<file path="src/ihc_pkg.sv">
// ----------------------------------------------------------------------------
// ihc_pkg
// Shared types and constants for the IPv4 header checker.
// ----------------------------------------------------------------------------
package ihc_pkg;

  localparam int unsigned HDR_MIN   = 20;
  localparam int unsigned SUM_W     = 20;
  localparam logic [15:0] COUNT_MAX = 16'hFFFF;

  // result status codes
  localparam logic [2:0] ST_OK        = 3'd0;
  localparam logic [2:0] ST_SHORT     = 3'd1;
  localparam logic [2:0] ST_BAD_VER   = 3'd2;
  localparam logic [2:0] ST_BAD_HLEN  = 3'd3;
  localparam logic [2:0] ST_BAD_TOTAL = 3'd4;

  localparam logic [3:0] IPV4_VERSION = 4'd4;
  localparam logic [3:0] IHL_NO_OPTS  = 4'd5;

  // header state captured over one packet
  typedef struct packed {
    logic [15:0]      len;
    logic [7:0]       vihl;
    logic [15:0]      tot;
    logic [15:0]      fo;
    logic [7:0]       proto;
    logic [15:0]      cks;
    logic [31:0]      src;
    logic [31:0]      dst;
    logic [SUM_W-1:0] sum;
  } hdr_t;

endpackage

</file>
<file path="src/ihc_capture.sv">
// ----------------------------------------------------------------------------
// ihc_capture
// Per-byte header field capture and ones'-complement word accumulation.
// ----------------------------------------------------------------------------
module ihc_capture
  import ihc_pkg::*;
(
  input  logic       clk,
  input  logic       rst,
  input  logic       step,
  input  logic [7:0] data_byte,
  input  logic       last_byte,
  output hdr_t       hdr_next
);

  localparam logic [4:0] POS_VIHL   = 5'd0;
  localparam logic [4:0] POS_TOT_HI = 5'd2;
  localparam logic [4:0] POS_TOT_LO = 5'd3;
  localparam logic [4:0] POS_FO_HI  = 5'd6;
  localparam logic [4:0] POS_FO_LO  = 5'd7;
  localparam logic [4:0] POS_PROTO  = 5'd9;
  localparam logic [4:0] POS_CKS_HI = 5'd10;
  localparam logic [4:0] POS_CKS_LO = 5'd11;
  localparam logic [4:0] POS_SRC    = 5'd12;
  localparam logic [4:0] POS_DST    = 5'd16;

  hdr_t       hdr;
  logic [7:0] pending;
  logic [7:0] pending_next;
  logic [4:0] pos;
  logic       in_hdr;

  assign pos    = hdr.len[4:0];
  assign in_hdr = (hdr.len < 16'(HDR_MIN));

  always_comb begin
    hdr_next     = hdr;
    pending_next = pending;
    hdr_next.len = (hdr.len == COUNT_MAX) ? hdr.len : hdr.len + 16'd1;
    if (in_hdr) begin
      case (pos)
        POS_VIHL:   hdr_next.vihl  = data_byte;
        POS_TOT_HI: hdr_next.tot   = {data_byte, 8'd0};
        POS_TOT_LO: hdr_next.tot   = {hdr.tot[15:8], data_byte};
        POS_FO_HI:  hdr_next.fo    = {data_byte, 8'd0};
        POS_FO_LO:  hdr_next.fo    = {hdr.fo[15:8], data_byte};
        POS_PROTO:  hdr_next.proto = data_byte;
        POS_CKS_HI: hdr_next.cks   = {data_byte, 8'd0};
        POS_CKS_LO: hdr_next.cks   = {hdr.cks[15:8], data_byte};
        default: ;
      endcase
      if (pos >= POS_SRC && pos < POS_DST)
        hdr_next.src = {hdr.src[23:0], data_byte};
      if (pos >= POS_DST)
        hdr_next.dst = {hdr.dst[23:0], data_byte};
      // even byte opens a word, odd byte closes it; checksum word skipped
      if (!pos[0])
        pending_next = data_byte;
      else if (pos != POS_CKS_LO)
        hdr_next.sum = hdr.sum + SUM_W'({pending, data_byte});
    end
  end

  always_ff @(posedge clk) begin
    if (rst || (step && last_byte)) begin
      hdr     <= '0;
      pending <= '0;
    end else if (step) begin
      hdr     <= hdr_next;
      pending <= pending_next;
    end
  end

endmodule

</file>
<file path="src/ipv4_header_checker_core.sv">
// ----------------------------------------------------------------------------
// ipv4_header_checker_core
// IPv4 header parse and header checksum check, one packet byte per request.
// ----------------------------------------------------------------------------
// Takes one packet byte per cycle with no gaps needed between packets. Each
// byte is registered, then folded into the captured header state. On the byte
// marked last, the header state is snapshotted and checked; the check result is
// registered at the output. The per-byte state update (one 20-bit add and
// field capture) sets the one-byte-per-cycle rate. A waiting result
// does not stop input: bytes keep flowing until a last byte finds both the
// snapshot stage and the result register occupied.
module ipv4_header_checker_core
  import ihc_pkg::*;
(
  input  logic        clk,
  input  logic        rst,
  input  logic        in_valid,
  output logic        in_ready,
  input  logic [7:0]  data_byte,
  input  logic        last_byte,
  output logic        out_valid,
  input  logic        out_ready,
  output logic [2:0]  status,
  output logic [3:0]  version,
  output logic [5:0]  header_bytes,
  output logic        options_present,
  output logic [15:0] total_length,
  output logic        checksum_ok,
  output logic [15:0] flags_offset,
  output logic [7:0]  protocol,
  output logic [31:0] source_address,
  output logic [31:0] dest_address
);

  logic       v0, v1, v2;
  logic       adv0, adv1;
  logic [7:0] byte_q;
  logic       last_q;
  hdr_t       hdr_next;
  hdr_t       snap;

  assign adv1     = v1 && (!v2 || out_ready);
  assign adv0     = v0 && (!last_q || !v1 || adv1);
  assign in_ready = !v0 || adv0;

  always_ff @(posedge clk) begin
    if (rst) begin
      v0 <= 1'b0;
      v1 <= 1'b0;
      v2 <= 1'b0;
    end else begin
      if (in_ready)
        v0 <= in_valid;
      if (adv0 && last_q)
        v1 <= 1'b1;
      else if (adv1)
        v1 <= 1'b0;
      if (adv1)
        v2 <= 1'b1;
      else if (out_ready)
        v2 <= 1'b0;
    end
  end

  always_ff @(posedge clk) begin
    if (in_ready) begin
      byte_q <= data_byte;
      last_q <= last_byte;
    end
    if (adv0 && last_q)
      snap <= hdr_next;
  end

  ihc_capture u_capture (
    .clk       (clk),
    .rst       (rst),
    .step      (adv0),
    .data_byte (byte_q),
    .last_byte (last_q),
    .hdr_next  (hdr_next)
  );

  // checks and checksum fold on the snapshot
  logic [3:0]  c_ver, c_ihl;
  logic [5:0]  c_hbytes;
  logic [16:0] fold1;
  logic [15:0] fold2;
  logic [2:0]  c_status;
  logic        c_short;

  always_comb begin
    c_ver    = snap.vihl[7:4];
    c_ihl    = snap.vihl[3:0];
    c_hbytes = {c_ihl, 2'b00};
    c_short  = (snap.len < 16'(HDR_MIN));
    fold1    = {1'b0, snap.sum[15:0]} + 17'(snap.sum[SUM_W-1:16]);
    fold2    = fold1[15:0] + 16'(fold1[16]);
    if (c_short)
      c_status = ST_SHORT;
    else if (c_ver != IPV4_VERSION)
      c_status = ST_BAD_VER;
    else if (c_hbytes < 6'(HDR_MIN) || 16'(c_hbytes) > snap.len)
      c_status = ST_BAD_HLEN;
    else if (snap.tot < 16'(c_hbytes) || snap.tot > snap.len)
      c_status = ST_BAD_TOTAL;
    else
      c_status = ST_OK;
  end

  always_ff @(posedge clk) begin
    if (adv1) begin
      status          <= c_status;
      version         <= c_short ? '0 : c_ver;
      header_bytes    <= c_short ? '0 : c_hbytes;
      options_present <= !c_short && (c_ihl > IHL_NO_OPTS);
      total_length    <= c_short ? '0 : snap.tot;
      checksum_ok     <= (c_status == ST_OK) && (~fold2 == snap.cks);
      flags_offset    <= (c_status == ST_OK) ? snap.fo : '0;
      protocol        <= c_short ? '0 : snap.proto;
      source_address  <= c_short ? '0 : snap.src;
      dest_address    <= c_short ? '0 : snap.dst;
    end
  end

  assign out_valid = v2;

endmodule

</file>
<file path="config.mk">
export PLATFORM = sky130hd
export DESIGN_NAME = ipv4_header_checker_core
export DESIGN_NICKNAME = d
export VERILOG_FILES = /design/src/ihc_pkg.sv /design/src/ihc_capture.sv /design/src/ipv4_header_checker_core.sv
export SDC_FILE = /design/constraint.sdc
export NUM_CORES = 1
export LEC_CHECK = 0
export BUFFER_PORTS_ARGS = -buffer_cell sky130_fd_sc_hd__buf_2
export CELL_PAD_IN_SITES_DETAIL_PLACEMENT = 2
export CELL_PAD_IN_SITES_GLOBAL_PLACEMENT = 2
export CORE_ASPECT_RATIO = 1.2
export CORE_MARGIN = 2
export CORE_UTILIZATION = 44
export CTS_CLUSTER_SIZE = 14
export DETAILED_ROUTE_END_ITERATION = 10
export PLACE_DENSITY_LB_ADDON = 0.1
export RECOVER_POWER = 100
export SLEW_MARGIN = 40
export SYNTH_ARGS = -nofsm -noshare
export SYNTH_HDL_FRONTEND = slang
export SYNTH_SLANG_ARGS = --single-unit
</file>
<file path="constraint.sdc">
create_clock -name clk -period 16.4 [get_ports clk]
set_clock_uncertainty 0.15 [all_clocks]
set_input_delay 0.82 -clock clk [delete_from_list [all_inputs] [get_ports clk]]
set_output_delay 0.82 -clock clk [all_outputs]
set_load 0.03 [all_outputs]
</file>
==> impl_metrics.yaml, run 1 <==
synthesis:
  synth_cell_types: 79
  yosys_register_bits: 465
  seq_area_frac_synth_pct: 60.4
  avgSynthCellArea_um2: 11.3
  netlist.area_leader.share_pct: 43.1
  async_flop_share_pct: 0
  synth_edf_count: 290
  synth_commonest_cells: "edfxtp_1, nand2_1, nor2_1"
  yosys-top-cells-area: "edfxtp_1, dfxtp_1, mux2_2"
  syn_area_um2: 20200
  synthFlopType: "edfxtp_1"
  synth.most_common_cell: "edfxtp_1"
  yosys_warnings: 0
  post-synth-top-area-cell: "edfxtp_1"
  synthCells: 1783
place:
  gp_congestion: 0.861
  dp_worst_setup_slack_ns: 11.89
  port_buffers: 131
  place_area_um2: 21500
  dpl.cell_count: 2462
  hpwl_um: 39000
drt:
  drc_errors: 0
  wl_um: 59500
  wire_per_inst_um: 23.3
  ant_nets: 0
  drt_iter0_drc: 646
  vias: 14028
  via_per_inst: 5.50
  drtPass1Iterations: 5
timing:
  max_freq_ghz: 0.111
  slew_violations: 745
  finalCriticalPeriod_ns: 8.98
  tns_ns: 0
  finalSetupViolCount: 0
  relSlewSlack_pct: -202
  hold_viol_final: 0
  min_period_over_period_pct: 54.8
  rsz0062_at_grt: "false"
  setup_ws_ns: 7.42
  max_slew.worst_pin.slew_ns: 4.53
layout:
  antenna_cells: 0
  syn2layout_area_growth_pct: 12.8
  finalNonFillerCells: 2549
  nNetsFinal: 1960
  layout-drive-gt1-share_pct: 6.98
  multi_input_area_um2: 7490
  seq_area_um2: 12200
  utilization_pct: 50.0
  finalInstanceArea_um2: 22800
  num-fill-cells: 4701
floorplan:
  chipHeight_um: 239
  ios: 134
  row_count: 86
  core_area_um2: 45600
  die_area_um2: 47700
  die_w_um: 200
  initial_utilization_pct: 44.3
hold_path:
  hp-start: "data_byte[1]"
  min_path_type: "input pin to flip-flop"
  whs_path_depth: 1
  hold_path_end: "byte_q[1]$_DFFE_PP_"
power_and_ir_drop:
  internal-power_mw: 1.92
  sw_frac_of_total_pct: 23.2
  p_clk_share_pct: 43.4
  power.leakage_nw: 8.28
  power.share.combinational_pct: 5.5
  vdd.ir_drop.worst_v: 0.0000703
  p_per_area_nw_per_um2: 110
  seqPwrFrac_pct: 51.1
  p_switching_mw: 0.580
outcome:
  failed_checks: "max-capacitance violations, max-slew violations"
  status: "finished, violations left"
worst_setup_path:
  criticalPathCategory: "input pin to flip-flop"
  cpMaxStageDelayCell: "clkbuf_1"
  critPathCaptureType: "flip-flop"
  cpPeakStageDelay_ns: 3.17
  crit_family: "buffers and inverters"
  worstSetupStartpointType: "input pin"
  crit_fanout: 90
  ff2ff_path_depth: 7
  worstPathRequired_ns: 16.52
  r2r_end: "u_capture.hdr[53]$_SDFFE_PP0P_"
  r2r_slack_ns: 7.48
  rr_startpoint: "v1$_SDFFE_PP0P_"
  startpoint: "out_ready"
  path_buf_inv: 4
  crit_arrival_ns: 9.10
  crit_path_cell_trace: "buf_2, inv_1, and3_1, nand2_1, and3_1, or2_0, clkbuf_1, clkbuf_1, nor3_1"
global_routing:
  use_met1_pct: 29.8
  antenna_found_initial: 0
  grt_pass1_wl_um: 92100
  met3_usage_pct: 3.47
  grt_max_degree: 97
  grt.total_usage_pct: 25.3
  grt_use_met2_pct: 47.5
  busiest_layer: "met2"
  grt_overflow: 0
  grt_pass1_vias: 15573
clock_network:
  max-clock-path-buffers: 3
  numCtsBuffers: 48
  cts_setup_buffers: 0
  path_clk_slew_ns: 0.06
  cts_tree: "yes"
  cts_resized: 0
  cts_hold_buf: 0
  clock_sink_count: 465
  htreeDepth: 2
  clock_latency_ns: 0.59
  cts_root_buf: "clkbuf_16"
run:
  drv_cap: 13
[per-stage QoR]
stage,total power [mW],hold slack [ns]
2_1_floorplan,1.39,0.283
3_3_place_gp,1.43,0.289
3_5_place_dp,1.44,0.304
4_1_cts,2.53,0.233
5_1_grt,2.59,0.247
6_report,2.50,0.262
[cell families after synthesis]
group / count (synthesis) / share of synthesized area [%]
and+or+nand+nor: 685 / 16.0
DFF: 465 / 60.4
other: 1 / 0.0186
adders and majority gates: 51 / 3.23
buffers and inverters: 130 / 2.59
muxes: 97 / 5.37
AOI/OAI and AO/OA: 284 / 9.17
xor gates and xnor gates: 70 / 3.14
[area by class of cell]
| type | instances | area share, % |
|---|---|---|
| multi-input combinational | 1189 | 32.8 |
| timing repair buffer | 154 | 2.77 |
| inverter | 38 | 0.626 |
| sequential | 465 | 53.6 |
| tap | 616 | 3.38 |
| clock inverter | 21 | 0.763 |
| clock buffer | 66 | 6.06 |
[routing by layer]
| metal | share of wire (%) | vias to the layer above | wire (µm) |
|---|---|---|---|
| met4 | 2.7 | 0 | 1590 |
| met3 | 2.8 | 98 | 1680 |
| met1 | 40 | 7158 | 24000 |
| li1 | - | 6546 | - |
| met2 | 54 | 226 | 32200 |
| met5 | 0 | - | 0 |
[state kept, by name, summed over array words and instances, names as in the netlist]
register           count
byte_q                 8
c_hbytes               4
c_ver                  4
checksum_ok            1
dest_address          32
flags_offset          16
header_bytes           4
last_q                 1
options_present        1
out_valid              1
protocol               8
snap                 156
source_address        32
status                 3
total_length          16
u_capture.hdr        164
u_capture.pending      8
v0                     1
v1                     1
version                4
[power groups by stage]
stage	Combinational (mW)	Sequential, mW	Clock, mW
floorplan	0.0858	1.31	0
global placement	0.132	1.30	0
detailed placement	0.140	1.30	0
CTS	0.143	1.28	1.11
global route	0.151	1.28	1.15
finish	0.137	1.28	1.09
[worst max-delay path by stage]
stage                                                end  cells past startpoint  slack (ns)
after CTS                          checksum_ok$_DFFE_PP_                     17       11.88
after detailed placement           checksum_ok$_DFFE_PP_                     17       11.89
after global routing      u_capture.hdr[69]$_SDFFE_PP0P_                      9        6.51
final                     u_capture.hdr[53]$_SDFFE_PP0P_                      9        7.42
after global placement             checksum_ok$_DFFE_PP_                     17       12.11
after floorplan                    checksum_ok$_DFFE_PP_                      2        6.16
[cells in the final DEF (no fill, tap or decap), types with 8 or more instances in the layout]
cell and count:
a21o_1 13, a21oi_1 132, a22o_1 51, a22oi_1 18, and2_0 15, and2_1 8
and3_1 13, buf_2 12, buf_4 10, clkbuf_1 141, clkbuf_16 50, dfxtp_1 175
edfxtp_1 290, ha_1 49, inv_1 37, mux2_1 76, mux2_2 16, nand2_1 220
nand3_1 20, nand4_1 16, nor2_1 180, nor2b_1 97, nor3_1 66, nor4_1 10
o21ai_0 26, xnor2_1 44, xor2_1 24
[worst register-to-register path, cell delays in order (launching register included)]
cell and delay [ns]:
dfxtp_1 0.32, and3_1 0.19, nand2_1 0.16, and3_1 0.74
or2_0 1.31, clkbuf_1 2.25, clkbuf_1 3.21, nor3_1 0.27
(Power assumes the default switching activity.)
==> inputs of run 2 (changes only) <==
--- a/config.mk
+++ b/config.mk
@@ -5,12 +5,13 @@
 export SDC_FILE = /design/constraint.sdc
 export NUM_CORES = 1
 export LEC_CHECK = 0
+export ABC_AREA = 1
 export BUFFER_PORTS_ARGS = -buffer_cell sky130_fd_sc_hd__buf_2
 export CELL_PAD_IN_SITES_DETAIL_PLACEMENT = 2
 export CELL_PAD_IN_SITES_GLOBAL_PLACEMENT = 2
 export CORE_ASPECT_RATIO = 1.2
 export CORE_MARGIN = 2
-export CORE_UTILIZATION = 44
+export CORE_UTILIZATION = 34
 export CTS_CLUSTER_SIZE = 14
 export DETAILED_ROUTE_END_ITERATION = 10
 export PLACE_DENSITY_LB_ADDON = 0.1
==> constraint.sdc (replaced) <==
create_clock -name clk -period 7.67 [get_ports clk]
set_clock_uncertainty 0.15 [all_clocks]
set_input_delay 0.3835 -clock clk [delete_from_list [all_inputs] [get_ports clk]]
set_output_delay 0.3835 -clock clk [all_outputs]
set_load 0.03 [all_outputs]
==> run 2 against run 1 <==
The run still ends with max-capacitance violations, max-slew violations left. Cell area rose by 4.9%. Sequential cell count did not move. Area after synthesis rose by 3.6%. Critical path depth fell by 1. Global-route usage fell by 4.9 points. Final cell count rose by 29%. Non-clock buffer count rose by 3. Sequential power rose by 120%. Worst hold slack got worse by 0.047 ns. Combinational power rose to 3.2 times the previous value. Register-to-register slack got worse by 5.4 ns. Total power rose by 130%. Largest cell class unchanged.
==> impl_metrics.yaml, run 2 <==
timing:
  hold_viol_final: 0
  finalCriticalPeriod_ns: 5.57
  setup_ws_ns: 2.10
  tns_ns: 0
  whs_ns: 0.214
  max_freq_ghz: 0.179
  max_slew.worst_pin.slew_ns: 2.76
  finalSetupViolCount: 0
  relSlewSlack_pct: -84.0
  slew_violations: 475
  min_period_over_period_pct: 72.7
  rsz0062_at_grt: "false"
layout:
  largest_reg_flops: 164
  final_cell_mix: "inv_1, nand2_1, edfxtp_1"
  seq_area_um2: 12200
  top_register: "u_capture.hdr"
  utilization_pct: 39.3
  syn2layout_area_growth_pct: 14.2
  num-fill-cells: 6844
  final_common_cell: "inv_1"
  nNetsFinal: 2500
  layout-drive-gt1-share_pct: 4.28
  multi_input_area_um2: 6350
  antenna_cells: 0
  largestRegisters: "u_capture.hdr: 164 flops, snap: 156 flops"
synthesis:
  yosys_register_bits: 465
  seq_area_frac_synth_pct: 58.3
  syn_area_um2: 20900
  synthFlopType: "edfxtp_1"
  synthCells: 2312
  yosys_warnings: 0
  post-synth-top-area-cell: "edfxtp_1"
  synth.most_common_cell: "inv_1"
  avgSynthCellArea_um2: 9.06
  synth_cell_types: 49
  netlist.area_leader.share_pct: 41.6
  synth_commonest_cells: "inv_1, edfxtp_1, nand2_1"
  synth_edf_count: 290
  async_flop_share_pct: 0
  yosys-top-cells-area: "edfxtp_1, dfxtp_1, inv_1"
floorplan:
  die_area_um2: 63600
  ios: 134
  core_area_um2: 60800
  row_count: 99
  chipHeight_um: 276
  initial_utilization_pct: 34.4
  die_w_um: 231
power_and_ir_drop:
  p_clk_share_pct: 42.9
  vdd.ir_drop.worst_v: 0.000148
  p_switching_mw: 1.43
  power.leakage_nw: 10.3
  sw_frac_of_total_pct: 25.0
  seqPwrFrac_pct: 49.4
  p_per_area_nw_per_um2: 238
  power.share.combinational_pct: 7.7
  internal-power_mw: 4.28
  p_total_mw: 5.70
worst_setup_path:
  critPathCaptureType: "flip-flop"
  crit_arrival_ns: 5.65
  r2r_slack_ns: 2.10
  criticalPathCategory: "flip-flop to flip-flop"
  ff2ff_path_depth: 8
  worstPathRequired_ns: 7.74
  r2r_end: "source_address[7]$_SDFFCE_PN0P_"
  crit_fanout: 48
  rr_startpoint: "snap[155]$_DFFE_PP_"
  worstSetupStartpointType: "flip-flop"
hold_path:
  min_path_type: "input pin to flip-flop"
  whs_path_depth: 6
  hp-start: "out_ready"
  hold_path_end: "v1$_SDFFE_PP0P_"
clock_network:
  cts_resized: 0
  cts_tree: "yes"
  clock_latency_ns: 0.61
  cts_root_buf: "clkbuf_16"
  cts_setup_buffers: 0
  clock_sink_count: 465
  path_clk_slew_ns: 0.06
  cts_hold_buf: 12
  numCtsBuffers: 51
  htreeDepth: 2
  max-clock-path-buffers: 3
global_routing:
  antenna_found_initial: 0
  grt.total_usage_pct: 20.4
  grt_overflow: 0
  grt_pass1_wl_um: 101000
  grt_pass1_vias: 17856
  grt_max_degree: 110
drt:
  drtPass1Iterations: 5
  vias: 16133
  via_per_inst: 4.91
  ant_nets: 0
  drt_iter0_drc: 784
  wl_um: 64100
  drc_errors: 0
  wire_per_inst_um: 19.5
place:
  port_buffers: 131
  dp_worst_setup_slack_ns: 3.47
  hpwl_um: 43500
  gp_congestion: 0.786
outcome:
  failed_checks: "max-capacitance violations, max-slew violations"
  status: "finished, violations left"
run:
  drv_cap: 9
-- run 2: area by class of cell --
cell class              instances  share of cell area [%]
clock buffers                  75                    6.14
clock inverters                20                   0.764
inverters                     527                    8.31
multi-input cells            1234                    26.6
flip-flops and latches        465                    51.1
well taps                     808                    4.23
repair buffers                157                    2.95
-- run 2: how the worst max path moves through the flow --
stage	startpoint	cells past startpoint	end	slack, ns
floorplan	out_valid$_SDFFE_PP0P_	1	checksum_ok$_DFFE_PP_	0.77
global placement	out_ready	10	snap[98]$_DFFE_PP_	3.52
detailed placement	snap[0]$_DFFE_PP_	22	checksum_ok$_DFFE_PP_	3.47
CTS	snap[0]$_DFFE_PP_	22	checksum_ok$_DFFE_PP_	3.38
global route	snap[155]$_DFFE_PP_	8	options_present$_DFFE_PP_	1.59
finish	snap[155]$_DFFE_PP_	8	source_address[7]$_SDFFCE_PN0P_	2.10
-- run 2: cells by family after synthesis --
kind of cell / Yosys count / share of synthesized area, %
AND/OR/NAND/NOR: 611 / 12.4
multiplexers: 1 / 0.0478
AO/OA/AOI/OAI: 541 / 13.7
buffers and inverters: 614 / 11.2
adder cells (fa/ha/maj): 51 / 3.12
flip-flops: 465 / 58.3
XOR/XNOR: 28 / 1.24
other: 1 / 0.0179
-- run 2: layer usage --
layer  GRT usage, %  vias up  share of wire, %
met5              0        -                 0
met4           6.03        0               2.6
met3           2.76       92               2.9
met2           37.8      210                52
met1           24.6     8088                43
li1               -     7743                 -
-- run 2: power groups by stage --
stage               clock (mW)  combinational, mW  sequential [mW]
floorplan                    0              0.288             2.87
global placement             0              0.419             2.87
detailed placement           0              0.448             2.87
CTS                       2.53              0.458             2.82
global route              2.61              0.504             2.83
finish                    2.45              0.438             2.82
-- run 2: worst max-delay path, cell delays in order (launching register included) --
cell and delay (ns):
edfxtp_1 0.41, nor2_1 0.13, nand3_1 0.08, nor3_1 0.49, nand2_1 0.25, clkinvlp_2 0.76
clkbuf_1 0.85, clkbuf_1 1.75, nor2_1 0.29
-- run 2: per-stage QoR --
step           instance area [µm²]  instances
2_1_floorplan                20900       2313
3_3_place_gp                 22400       3177
3_5_place_dp                 22400       3177
4_1_cts                      24200       3284
5_1_grt                      23900       3286
6_report                     23900       3286
==> inputs of run 3 (changes only) <==
--- a/config.mk
+++ b/config.mk
@@ -5,13 +5,13 @@
 export SDC_FILE = /design/constraint.sdc
 export NUM_CORES = 1
 export LEC_CHECK = 0
-export ABC_AREA = 1
+export ABC_AREA = 0
 export BUFFER_PORTS_ARGS = -buffer_cell sky130_fd_sc_hd__buf_2
 export CELL_PAD_IN_SITES_DETAIL_PLACEMENT = 2
 export CELL_PAD_IN_SITES_GLOBAL_PLACEMENT = 2
 export CORE_ASPECT_RATIO = 1.2
 export CORE_MARGIN = 2
-export CORE_UTILIZATION = 34
+export CORE_UTILIZATION = 37
 export CTS_CLUSTER_SIZE = 14
 export DETAILED_ROUTE_END_ITERATION = 10
 export PLACE_DENSITY_LB_ADDON = 0.1
==> constraint.sdc (replaced) <==
create_clock -name clk -period 4.8 [get_ports clk]
set_clock_uncertainty 0.15 [all_clocks]
set_input_delay 0.24 -clock clk [delete_from_list [all_inputs] [get_ports clk]]
set_output_delay 0.24 -clock clk [all_outputs]
set_load 0.03 [all_outputs]
==> run 3 against run 2 <==
The flow still finishes with violations (max-capacitance violations, max-slew violations). Worst hold slack better by 0.011 ns. Final cell count is 19% lower. Total power is 53% higher. Critical path depth is 9 higher. Register-to-register slack worse by 1.7 ns. Non-clock buffer count is 13 higher. Sequential share of layout area is 1.5 points higher. Sequential power is 55% higher. Global-route usage is 0.15 points higher. First-iteration DRC count is 20% lower. Clock power is 60% higher. Largest power group unchanged.
==> impl_metrics.yaml, run 3 (synthesized netlist as in run 1, its figures left out) <==
drt:
  via_per_inst: 5.28
  drc_errors: 0
  wire_per_inst_um: 21.7
  drtPass1Iterations: 4
  ant_nets: 0
  wl_um: 58000
  vias: 14077
  drt_iter0_drc: 628
clock_network:
  htreeDepth: 2
  cts_tree: "yes"
  clock_sink_count: 465
  path_clk_slew_ns: 0.06
  cts_root_buf: "clkbuf_16"
  numCtsBuffers: 50
  clock_latency_ns: 0.59
  max-clock-path-buffers: 3
worst_setup_path:
  worstPathRequired_ns: 5.04
  worstSetupStartpointType: "flip-flop"
  critPathCaptureType: "flip-flop"
  crit_arrival_ns: 4.64
  criticalPathCategory: "flip-flop to flip-flop"
  crit_fanout: 6
  r2r_slack_ns: 0.40
timing:
  relSlewSlack_pct: -91.2
  finalCriticalPeriod_ns: 4.40
  min_period_over_period_pct: 91.7
  finalSetupViolCount: 0
  max_slew.worst_pin.slew_ns: 2.87
  slew_violations: 450
  rsz0062_at_grt: "false"
  max_freq_ghz: 0.227
  tns_ns: 0
  hold_viol_final: 0
  setup_ws_ns: 0.399
  whs_ns: 0.225
outcome:
  failed_checks: "max-capacitance violations, max-slew violations"
  status: "finished, violations left"
global_routing:
  grt_overflow: 0
  grt_pass1_wl_um: 89900
  grt_pass1_vias: 15331
  antenna_found_initial: 1
  grt_max_degree: 101
  grt.total_usage_pct: 20.6
hold_path:
  min_path_type: "input pin to flip-flop"
place:
  dpl.cell_count: 2562
  dp_worst_setup_slack_ns: 0.235
  place_area_um2: 21700
  port_buffers: 131
  gp_congestion: 0.823
  hpwl_um: 39100
floorplan:
  chipHeight_um: 260
  row_count: 93
  die_w_um: 217
  initial_utilization_pct: 37.5
  core_area_um2: 53900
  die_area_um2: 56500
  ios: 134
layout:
  antenna_cells: 0
  layout-drive-gt1-share_pct: 7.67
  nNetsFinal: 1978
  syn2layout_area_growth_pct: 14.9
  finalInstanceArea_um2: 23200
  largestRegisters: "u_capture.hdr: 164 flops, snap: 156 flops"
  final_common_cell: "edfxtp_1"
  top_register: "u_capture.hdr"
  num-fill-cells: 5573
  final_cell_mix: "edfxtp_1, nand2_1, nor2_1"
  utilization_pct: 43.1
  largest_reg_flops: 164
  finalNonFillerCells: 2668
run:
  drv_cap: 8
power_and_ir_drop:
  seqPwrFrac_pct: 49.9
  p_clk_share_pct: 44.7
  vdd.ir_drop.worst_v: 0.000259
  sw_frac_of_total_pct: 23.1
  internal-power_mw: 6.73
  power.leakage_nw: 8.40
  p_switching_mw: 2.02
  p_per_area_nw_per_um2: 377
  p_total_mw: 8.75
  power.share.combinational_pct: 5.3
-- run 3: cell types whose count changed in the layout (fill, tap and decap cells not counted), sizes merged, moves of 33 or more --
cell / delta
xnor2: +33
o22ai: -46
nor3: +53
nor2b: +97
nand3: -51
a22o: +51
nand2: -72
mux2: +92
o21ai: -248
inv: -484
a21oi: -65
-- run 3: power by group through the flow --
stage / Clock (mW) / Combinational, mW / Sequential, mW
2_1_floorplan: 0 / 0.293 / 4.46
3_3_place_gp: 0 / 0.465 / 4.45
3_5_place_dp: 0 / 0.484 / 4.45
4_1_cts: 4.01 / 0.495 / 4.37
5_1_grt: 4.17 / 0.518 / 4.38
6_report: 3.91 / 0.468 / 4.37
-- run 3: repair_timing --
item | in CTS | in global routing
resized for setup | 0 | 4
endpoints found under the setup margin | 0 | 1
hold buffers | 12 | 0
buffers inserted | 0 | 0
hold endpoints to repair | 12 | 0
-- run 3: worst max-delay path, cell delays in order, from the launching register on --
cell and delay (ns):
edfxtp_1 0.33, ha_1 0.18, inv_1 0.06, fa_1 0.40
and2b_1 0.30, o21a_1 0.28, nand3_1 0.17, nor3_1 0.22
ha_1 0.20, ha_1 0.19, nand2_1 0.09, nor3_4 0.25
and4b_2 0.35, xor2_1 0.10, a2111o_1 0.40, o311ai_1 0.12
o311ai_1 0.20, a2111oi_2 0.23
-- run 3: layout make-up --
class                           instances  area [µm²]  share of cell area (%)
Sequential cell                       465       12200                    52.6
Multi-Input combinational cell       1189        7490                    32.3
Clock buffer                           68        1440                    6.21
Tap cell                              712         891                    3.84
Timing Repair Buffer                  170         810                    3.49
Clock inverter                         26         234                    1.01
Inverter                               38         143                   0.614
-- run 3: worst paths after layout --
path	from	end	depth (start not counted)
max reg2reg	snap[16]$_DFFE_PP_	checksum_ok$_DFFE_PP_	17
max	snap[16]$_DFFE_PP_	checksum_ok$_DFFE_PP_	17
min reg2reg	u_capture.hdr[45]$_SDFFE_PP0P_	u_capture.hdr[45]$_SDFFE_PP0P_	2
min	last_byte	last_q$_DFFE_PP_	2
-- run 3: layer usage --
layer	vias up	routed length (µm)	GRT usage, %
met5	-	0	0
met4	0	1600	7.04
met3	71	1610	2.55
met2	201	29800	37.1
met1	7227	25000	25.3
li1	6578	-	-
